`src/rtl/asbms_pkg.sv`:
```
// shared types and constants for the ascii block mean / deviation unit
// no dependencies
`default_nettype none
package asbms_pkg;

  localparam int MaxEnsemble = 1024;
  localparam int MaxDigits   = 4;
  localparam int EnsW        = 11;   // register and count width, holds MaxEnsemble
  localparam int LineW       = 14;   // up to four decimal digits
  localparam int CcW         = 3;
  localparam int SumW        = 24;
  localparam int SqW         = 37;
  localparam int OutW        = 22;
  localparam int ProdW       = 48;   // n * square_sum
  localparam int NumW        = 64;   // divider numerator and quotient
  localparam int DvsW        = 20;   // n * (n - 1)
  localparam int RadW        = 44;   // sqrt radicand
  localparam int SqrtRemW    = 25;

  localparam logic [7:0] NewlineChar = 8'd10;
  localparam logic [7:0] DigitZero   = 8'd48;
  localparam logic [7:0] DigitNine   = 8'd57;
  localparam logic [EnsW-1:0] EnsReset = EnsW'(6);
  localparam logic [EnsW-1:0] EnsMin   = EnsW'(2);
  localparam logic [EnsW-1:0] EnsMax   = EnsW'(MaxEnsemble);

  // one finished ensemble handed from the parser to the math unit
  typedef struct packed {
    logic [EnsW-1:0] n;
    logic [SumW-1:0] value_sum;
    logic [SqW-1:0]  square_sum;
    logic            overflow;
  } ens_rec_t;

endpackage
`default_nettype wire

```
`src/rtl/asbms_front.sv`:
```
// line parser and accumulator: bytes in, ensemble records out
// depends on asbms_pkg
`default_nettype none
module asbms_front (
  input  wire                     clk_i,
  input  wire                     rst_ni,
  input  wire                     take_i,
  input  wire [7:0]               rx_byte_i,
  input  wire [asbms_pkg::EnsW-1:0] ens_size_i,
  output logic                    push_o,
  output asbms_pkg::ens_rec_t     rec_o
);
  import asbms_pkg::*;

  logic [LineW-1:0] line_q, line_d;
  logic [CcW-1:0]   cc_q, cc_d;
  logic             ended_q, ended_d;
  logic             first_q, first_d;
  logic [EnsW-1:0]  idx_q, idx_d;
  logic [SumW-1:0]  sum_q, sum_d;
  logic [SqW-1:0]   sq_q, sq_d;
  logic             ovf_q, ovf_d;
  logic [EnsW-1:0]  n_eff, idx_inc;
  logic [SumW-1:0]  sum_inc;
  logic [SqW-1:0]   sq_inc;
  logic [2*LineW-1:0] sqr;
  logic [LineW-1:0] line_x10;
  logic             is_digit;

  always_comb begin
    if (ens_size_i < EnsMin) n_eff = EnsMin;
    else if (ens_size_i > EnsMax) n_eff = EnsMax;
    else n_eff = ens_size_i;
  end

  assign is_digit = (rx_byte_i >= DigitZero) && (rx_byte_i <= DigitNine);
  assign line_x10 = (line_q << 3) + (line_q << 1);
  assign sqr      = line_q * line_q;
  assign sum_inc  = sum_q + SumW'(line_q);
  assign sq_inc   = sq_q + SqW'(sqr);
  assign idx_inc  = idx_q + EnsW'(1);

  always_comb begin
    line_d  = line_q;
    cc_d    = cc_q;
    ended_d = ended_q;
    first_d = first_q;
    idx_d   = idx_q;
    sum_d   = sum_q;
    sq_d    = sq_q;
    ovf_d   = ovf_q;
    push_o  = 1'b0;
    rec_o   = '{n: idx_inc, value_sum: sum_inc, square_sum: sq_inc, overflow: ovf_q};
    if (take_i) begin
      if (rx_byte_i != NewlineChar) begin
        if (cc_q >= CcW'(MaxDigits)) begin
          if (!first_q) ovf_d = 1'b1;
        end else begin
          cc_d = cc_q + CcW'(1);
          if (!ended_q) begin
            if (is_digit) line_d = line_x10 + LineW'(rx_byte_i - DigitZero);
            else ended_d = 1'b1;
          end
        end
      end else begin
        line_d  = '0;
        cc_d    = '0;
        ended_d = 1'b0;
        if (first_q) begin
          first_d = 1'b0;
        end else if (idx_inc >= n_eff) begin
          push_o = 1'b1;
          idx_d  = '0;
          sum_d  = '0;
          sq_d   = '0;
          ovf_d  = 1'b0;
        end else begin
          idx_d = idx_inc;
          sum_d = sum_inc;
          sq_d  = sq_inc;
        end
      end
    end
  end

  always_ff @(posedge clk_i or negedge rst_ni) begin
    if (!rst_ni) begin
      line_q  <= '0;
      cc_q    <= '0;
      ended_q <= 1'b0;
      first_q <= 1'b1;
      idx_q   <= '0;
      sum_q   <= '0;
      sq_q    <= '0;
      ovf_q   <= 1'b0;
    end else begin
      line_q  <= line_d;
      cc_q    <= cc_d;
      ended_q <= ended_d;
      first_q <= first_d;
      idx_q   <= idx_d;
      sum_q   <= sum_d;
      sq_q    <= sq_d;
      ovf_q   <= ovf_d;
    end
  end

endmodule
`default_nettype wire

```
`src/rtl/asbms_queue.sv`:
```
// two-entry record queue between parser and math unit
// depends on asbms_pkg
`default_nettype none
module asbms_queue (
  input  wire                 clk_i,
  input  wire                 rst_ni,
  input  wire                 push_i,
  input  asbms_pkg::ens_rec_t rec_i,
  input  wire                 pop_i,
  output asbms_pkg::ens_rec_t rec_o,
  output logic                full_o,
  output logic                empty_o
);
  import asbms_pkg::*;

  ens_rec_t   mem_q [2];
  logic       wp_q, rp_q;
  logic [1:0] cnt_q;

  assign full_o  = cnt_q == 2'd2;
  assign empty_o = cnt_q == 2'd0;
  assign rec_o   = mem_q[rp_q];

  always_ff @(posedge clk_i) begin
    if (push_i) mem_q[wp_q] <= rec_i;
  end

  always_ff @(posedge clk_i or negedge rst_ni) begin
    if (!rst_ni) begin
      wp_q  <= 1'b0;
      rp_q  <= 1'b0;
      cnt_q <= '0;
    end else begin
      if (push_i) wp_q <= ~wp_q;
      if (pop_i) rp_q <= ~rp_q;
      cnt_q <= cnt_q + 2'(push_i) - 2'(pop_i);
    end
  end

endmodule
`default_nettype wire

```
`src/rtl/asbms_back.sv`:
```
// sequential mean and deviation math: shift-add multiply, shared restoring
// divider, digit-by-digit square root; owns the result register. depends on asbms_pkg
`default_nettype none
module asbms_back (
  input  wire                 clk_i,
  input  wire                 rst_ni,
  input  wire                 empty_i,
  input  asbms_pkg::ens_rec_t rec_i,
  output logic                pop_o,
  output logic                res_valid_o,
  input  wire                 res_stall_i,
  output logic [asbms_pkg::OutW-1:0] mean_q8_o,
  output logic [asbms_pkg::OutW-1:0] std_q8_o,
  output logic                line_overflow_o
);
  import asbms_pkg::*;

  localparam logic [2:0] StIdle = 3'd0;
  localparam logic [2:0] StMul  = 3'd1;
  localparam logic [2:0] StDivM = 3'd2;
  localparam logic [2:0] StDivS = 3'd3;
  localparam logic [2:0] StSqrt = 3'd4;
  localparam logic [2:0] StOut  = 3'd5;

  logic [2:0]            st_q;
  logic [5:0]            cnt_q;
  logic [EnsW-1:0]       n_q, mpl_q;
  logic [ProdW-1:0]      mcand_q, acc_q, b_q, d_q;
  logic [DvsW-1:0]       m_q, dvs_q, drem_q;
  logic [NumW-1:0]       num_q;
  logic [OutW-1:0]       mean_q, root_q;
  logic [RadW-1:0]       rad_q;
  logic [SqrtRemW-1:0]   srem_q;
  logic                  ovf_q;
  logic                  out_free;

  logic [DvsW:0]         dtrial;
  logic                  dge;
  logic [SqrtRemW-1:0]   stry, sbit;
  logic                  sge;
  logic [2*EnsW-1:0]     mm;

  assign out_free = !res_valid_o || !res_stall_i;
  assign pop_o    = (st_q == StIdle) && !empty_i;

  assign dtrial = {drem_q, num_q[NumW-1]};
  assign dge    = dtrial >= {1'b0, dvs_q};
  assign stry   = {srem_q[SqrtRemW-3:0], rad_q[RadW-1 -: 2]};
  assign sbit   = SqrtRemW'({root_q, 2'b01});
  assign sge    = stry >= sbit;
  assign mm     = n_q * (n_q - EnsW'(1));

  always_ff @(posedge clk_i) begin
    case (st_q)
      StIdle: begin
        n_q     <= rec_i.n;
        mpl_q   <= rec_i.n;
        mcand_q <= ProdW'(rec_i.square_sum);
        acc_q   <= '0;
        b_q     <= ProdW'(rec_i.value_sum) * ProdW'(rec_i.value_sum);
        ovf_q   <= rec_i.overflow;
        num_q   <= NumW'({rec_i.value_sum, 8'b0} + 32'(rec_i.n >> 1));
        dvs_q   <= DvsW'(rec_i.n);
        drem_q  <= '0;
        m_q     <= '0;
      end
      StMul: begin
        m_q     <= DvsW'(mm);
        if (mpl_q[0]) acc_q <= acc_q + mcand_q;
        mcand_q <= mcand_q << 1;
        mpl_q   <= mpl_q >> 1;
        d_q     <= (acc_q > b_q) ? acc_q - b_q : '0;
      end
      StDivM, StDivS: begin
        if (cnt_q == 6'd63 && st_q == StDivM) begin
          // mean done, load the variance division
          mean_q <= OutW'({num_q[NumW-2:0], dge});
          num_q  <= {d_q, 16'b0};
          dvs_q  <= m_q;
          drem_q <= '0;
        end else begin
          drem_q <= dge ? DvsW'(dtrial - {1'b0, dvs_q}) : DvsW'(dtrial);
          num_q  <= {num_q[NumW-2:0], dge};
        end
        if (cnt_q == 6'd63 && st_q == StDivS) begin
          rad_q  <= {num_q[RadW-2:0], dge};
          srem_q <= '0;
          root_q <= '0;
        end
      end
      StSqrt: begin
        srem_q <= sge ? stry - sbit : stry;
        root_q <= {root_q[OutW-2:0], sge};
        rad_q  <= rad_q << 2;
      end
      default: ;
    endcase
  end

  always_ff @(posedge clk_i or negedge rst_ni) begin
    if (!rst_ni) begin
      st_q        <= StIdle;
      cnt_q       <= '0;
      res_valid_o <= 1'b0;
    end else begin
      if (st_q == StOut && out_free) res_valid_o <= 1'b1;
      else if (!res_stall_i) res_valid_o <= 1'b0;
      case (st_q)
        StIdle: if (!empty_i) begin
          st_q  <= StMul;
          cnt_q <= '0;
        end
        StMul: begin
          // the final step only settles the difference register
          cnt_q <= cnt_q + 6'd1;
          if (cnt_q == 6'(EnsW)) begin
            st_q  <= StDivM;
            cnt_q <= '0;
          end
        end
        StDivM: begin
          cnt_q <= cnt_q + 6'd1;
          if (cnt_q == 6'd63) st_q <= StDivS;
        end
        StDivS: begin
          cnt_q <= cnt_q + 6'd1;
          if (cnt_q == 6'd63) st_q <= StSqrt;
        end
        StSqrt: begin
          cnt_q <= cnt_q + 6'd1;
          if (cnt_q == 6'(OutW - 1)) st_q <= StOut;
        end
        StOut: if (out_free) begin
          st_q <= StIdle;
        end
        default: st_q <= StIdle;
      endcase
    end
  end

  always_ff @(posedge clk_i) begin
    if (st_q == StOut && out_free) begin
      mean_q8_o       <= mean_q;
      std_q8_o        <= (SqrtRemW'(root_q) < srem_q) ? root_q + OutW'(1) : root_q;
      line_overflow_o <= ovf_q;
    end
  end

endmodule
`default_nettype wire

```
`src/rtl/ascii_sample_block_mean_std.sv`:
```
// top level: parser front, record queue, math back
// depends on asbms_pkg, asbms_front, asbms_queue, asbms_back
//
// usage
//   rx channel: one ascii byte per beat (rx_valid_i / rx_stall_o). lines end in
//   newline and carry an unsigned decimal reading; the first line after reset
//   is dropped.
//   res channel: one beat per ensemble (res_valid_o / res_stall_i) with mean,
//   sample deviation (both q8) and the line overflow flag.
//   ensemble_size_we_i writes ensemble_size_i; reset value 6, clamped to 2..1024.
//   order: after the closing newline is taken, its record enters the queue,
//   then the math unit starts, runs a shift-add multiply, two 64-step divisions
//   and a 22-step root, and loads the result register; res_valid_o then rises.
//   throughput: up to two finished ensembles queue up; rx stalls only while
//   both queue slots are full. a stalled result holds, and the math unit
//   waits at its final step until the result register frees.
//   reset clears the parser sums, the counters, the queue and the result valid.
`default_nettype none
module ascii_sample_block_mean_std (
  input  wire                        clk_i,
  input  wire                        rst_ni,
  input  wire                        rx_valid_i,
  output logic                       rx_stall_o,
  input  wire [7:0]                  rx_byte_i,
  input  wire                        ensemble_size_we_i,
  input  wire [asbms_pkg::EnsW-1:0]  ensemble_size_i,
  output logic                       res_valid_o,
  input  wire                        res_stall_i,
  output logic [asbms_pkg::OutW-1:0] mean_q8_o,
  output logic [asbms_pkg::OutW-1:0] std_q8_o,
  output logic                       line_overflow_o
);
  import asbms_pkg::*;

  logic [EnsW-1:0] ens_q;
  logic            push, pop, full, empty;
  ens_rec_t        rec_in, rec_out;

  always_ff @(posedge clk_i or negedge rst_ni) begin
    if (!rst_ni) ens_q <= EnsReset;
    else if (ensemble_size_we_i) ens_q <= ensemble_size_i;
  end

  assign rx_stall_o = full;

  asbms_front u_front (
    .clk_i, .rst_ni,
    .take_i     (rx_valid_i && !full),
    .rx_byte_i,
    .ens_size_i (ens_q),
    .push_o     (push),
    .rec_o      (rec_in)
  );

  asbms_queue u_queue (
    .clk_i, .rst_ni,
    .push_i  (push),
    .rec_i   (rec_in),
    .pop_i   (pop),
    .rec_o   (rec_out),
    .full_o  (full),
    .empty_o (empty)
  );

  asbms_back u_back (
    .clk_i, .rst_ni,
    .empty_i (empty),
    .rec_i   (rec_out),
    .pop_o   (pop),
    .res_valid_o,
    .res_stall_i,
    .mean_q8_o,
    .std_q8_o,
    .line_overflow_o
  );

  a_no_overrun: assert property (@(posedge clk_i) disable iff (!rst_ni)
    push |-> !full) else $error("record queue overrun");
  a_no_underrun: assert property (@(posedge clk_i) disable iff (!rst_ni)
    pop |-> !empty) else $error("record queue underrun");
  a_rec_count: assert property (@(posedge clk_i) disable iff (!rst_ni)
    push |-> rec_in.n >= EnsMin) else $error("ensemble record too short");

endmodule
`default_nettype wire
```
`config.mk`:
```
export PLATFORM = sky130hd
export DESIGN_NAME = ascii_sample_block_mean_std
export DESIGN_NICKNAME = d
export VERILOG_FILES = /design/src/rtl/asbms_pkg.sv /design/src/rtl/asbms_front.sv /design/src/rtl/asbms_queue.sv /design/src/rtl/asbms_back.sv /design/src/rtl/ascii_sample_block_mean_std.sv
export SDC_FILE = /design/constraint.sdc
export NUM_CORES = 2
export LEC_CHECK = 0
export ABC_AREA = 1
export BUFFER_PORTS_ARGS = -buffer_cell sky130_fd_sc_hd__buf_2
export CORE_MARGIN = 3
export CORE_UTILIZATION = 61
export CTS_BUF_LIST = sky130_fd_sc_hd__clkbuf_2 sky130_fd_sc_hd__clkbuf_4 sky130_fd_sc_hd__clkbuf_8
export DETAILED_ROUTE_END_ITERATION = 7
export PLACE_DENSITY = 0.83
export SLEW_MARGIN = 20
export SYNTH_ARGS = -nofsm -noshare
export SYNTH_HDL_FRONTEND = slang
export SYNTH_SLANG_ARGS = --single-unit
```
`constraint.sdc`:
```
create_clock -name clk_i -period 9.4 [get_ports clk_i]
set_input_delay 0.94 -clock clk_i [delete_from_list [all_inputs] [get_ports clk_i]]
set_output_delay 0.94 -clock clk_i [all_outputs]
set_load 0.02 [all_outputs]
```
==> metrics.cfg <==
[outcome]
outcome=finished clean

[clock_network]
post_cts_buffers=0
clock_sink_count=758
cts_root_buf=clkbuf_8
post_cts_hold_buffer_count=0
cts-root-to-sink-buffers=3
cts_tree=built
path_clk_slew_ns=0.06
postCtsResizedCells=0
clk_latency_ns=0.92
cts_inserted_buffers=134
cts-htree-levels=4

[sta]
final_clock_period_utilization_by_the_worst_path_pct=84.9
max-slew-margin-rel_pct=28.3
max_slew.worst_pin.slew_ns=1.08
worst_clock_skew_ns=0.0728
tns_ns=0
timing.final.max_slew_violations=0
fmax_mhz=125
min_period_ns=7.98
rsz0062_at_grt=no
timing.final.hold_violations=0
timing.final.setup_violations=0

[drt]
wl_per_cell_um=18.7
detailed_route_wl_um=205000
drt-pass1-iter-count=6
final_antenna_net_count=0
dr_total_vias=60000
drt_iter0_markers=4751
drc=0
post_detailed_route_via_to_cell_ratio=5.47

[critical_path]
rr_startpoint=u_queue.rp_q
crit_path_category=flip-flop to flip-flop
critical_path.most_common_cell=fa_1
r2r_setup_slack_ns=1.42
cp.required_ns=10.01
timing.critical_path.fanout_max=51
timing.critical_path.from_type=flip-flop
crit_arrival_ns=8.59
r2r.worst_path.cells=25
regToRegEndpoint=u_back.b_q[29]
critPathTopFamily=adder cells
timing.critical_path.slowest_cell_delay_ns=0.81
critical-path-slowest-cell=dfrtp_4
critical_path.n_buffers_inverters=5
critical_path.endpoint_type=flip-flop

[cells_and_area]
drive_gt1_share_pct=4.81
fin_area_sq_um=78300
layout_stage_area_growth_over_the_synthesis_result_pct=7.08
nets=10500

[floorplan]
die_area_sq_um=124000
floorplan.die.width_um=352
std_cell_rows=126
core_area_sq_um=118000
io_pins=71
die_h_um=352
initial_util_pct=61.7

[place]
dp_hpwl_um=165000
gpl.final_weighted_congestion=1.03
detailed_place.area_sq_um=75300
io_buffers=70

[global_routing]
first_global_vias=60900
grt_pass1_wl_um=325000
antenna_found_initial=3
grt_overflow_total=0
groute.usage.overall_pct=33.4
grt_start_max_net_pins=74

[synth]
syn-cell-area_sq_um=73100
synthesized_area_per_cell_sq_um=7.99
postSynth.asyncResetShare_pct=15.4
synthCells=9143
synth-warning-count=0
synth_cell_type_count=58
area_share_of_the_largest_cell_type_after_synthesis_pct=26.3
number_of_register_bits_inferred_by_synthesis=758
top_cell_type_by_total_area_after_synthesis=edfxtp_1
synth_enable_flop_cells=641
synth_seq_area_share_pct=30.4
dominantRegCellSynth=edfxtp_1
area_contributors_post_synth=edfxtp_1 26%, fa_1 19%, nand2_1 13%

[run]
drv.max_cap_violation_count=0

[min_path]
min-delay-path-class=input port to asynchronous set/reset pin

==> layout by cell type, fill, tap and decap left out, types with 45 or more instances in the layout <==
cell and count:
a21oi_1 305, buf_2 69, buf_4 55, clkbuf_8 141
dfrtp_1 113, edfxtp_1 641, fa_1 690, ha_1 521
inv_1 2066, nand2_1 2463, nand3_1 376, nand4_1 101
nor2_1 860, nor3_1 49, o21ai_0 278, xnor2_1 45
xor2_1 113
==> kinds of logic (layout without fill, tap and decap cells) <==
logic type,after synthesis,count (layout),synth area share [%]
compound gates,792,792,6.12
flops,758,758,30.4
xor+xnor,158,158,1.89
other cells,2,32,0.0103
simple gates,3949,3949,21.8
mux,16,16,0.247
fa+ha+maj,1211,1211,27.8
buf+inv,2257,2453,11.8
==> per-layer routing <==
metal,routed length [um],GRT usage [%],part of all wire [%],vias to the layer above
li1,-,-,-,28400
met5,0,0,0,-
met4,9130,13.9,4.5,0
met1,81600,42.3,40,28800
met3,15300,5.64,7.5,556
met2,98900,57.0,48,2302
==> registers in the layout, indices dropped and copies added, names as in the netlist, 14 cells and up <==
name              flops
u_queue.mem_q       146
u_back.num_q         64
u_back.acc_q         48
u_back.d_q           48
u_back.mcand_q       48
u_back.b_q           47
u_back.rad_q         44
u_front.sq_q         37
u_back.srem_q        25
u_front.sum_q        24
u_back.mean_q8_o     22
u_back.mean_q        22
u_back.root_q        22
u_back.std_q8_o      22
u_back.drem_q        20
u_back.dvs_q         20
u_back.m_q           19
u_front.line_q       14
==> cells in the mapped netlist, types with 45 or more instances <==
cell type  number
xor2_1        113
ha_1          521
o21ai_0       285
edfxtp_1      641
fa_1          690
nand3_1       376
xnor2_1        45
a21oi_1       306
nand2_1      2466
nand4_1       101
inv_1        2068
nor2_1        865
nor3_1         50
clkbuf_1      105
dfrtp_1       114
==> final cells by class <==
cell class	count	area [sq um]
repair buffers	127	817
multi-input cells	6153	42500
clock inverters	66	714
fillers	10100	40100
diodes	5	12.5
inverters	2083	7820
well taps	1600	2000
clock buffers	177	2210
flip-flops and latches	758	22200
==> worst register-to-register path: stages, from the launching register on <==
cell	delay [ns]
dfrtp_4	0.81
nand2_1	0.24
o21ai_4	0.19
clkinv_1	0.71
nor2_1	0.45
inv_1	0.12
fa_1	0.46
fa_1	0.52
inv_1	0.06
fa_1	0.44
fa_1	0.45
fa_1	0.47
fa_1	0.54
inv_1	0.05
fa_1	0.56
inv_1	0.07
ha_1	0.37
nand2_1	0.11
nor2_1	0.38
nand2_1	0.14
nor2_1	0.17
nand2_1	0.07
nand3_1	0.14
nand2_1	0.09
nand3_1	0.08
nand2_1	0.06
==> how the worst max path moves through the flow <==
stage	depth (start not counted)	end	start
after global routing	25	u_back.b_q[29]	u_queue.rp_q
final	25	u_back.b_q[29]	u_queue.rp_q
after global placement	24	u_back.b_q[29]	u_queue.rp_q
after detailed placement	25	u_back.b_q[29]	u_queue.rp_q
after floorplan	28	u_back.b_q[29]	u_queue.rp_q
after CTS	25	u_back.b_q[29]	u_queue.rp_q
==> stage by stage <==
step | setup WS (ns) | util, % | hold WS (ns) | instances
after floorplan | 2.79 | - | 0.400 | 9168
after global placement | 1.63 | 63.6 | 0.401 | 10700
after detailed placement | 1.48 | 63.6 | 0.405 | 10700
after CTS | 1.46 | 66.1 | 0.0653 | 11000
after global routing | 0.864 | 66.1 | 0.128 | 11000
final | 1.42 | 66.1 | 0.113 | 11000
Power is not shown: default switching activity piles up to over one toggle a cycle in this logic, so the estimate is an artifact.
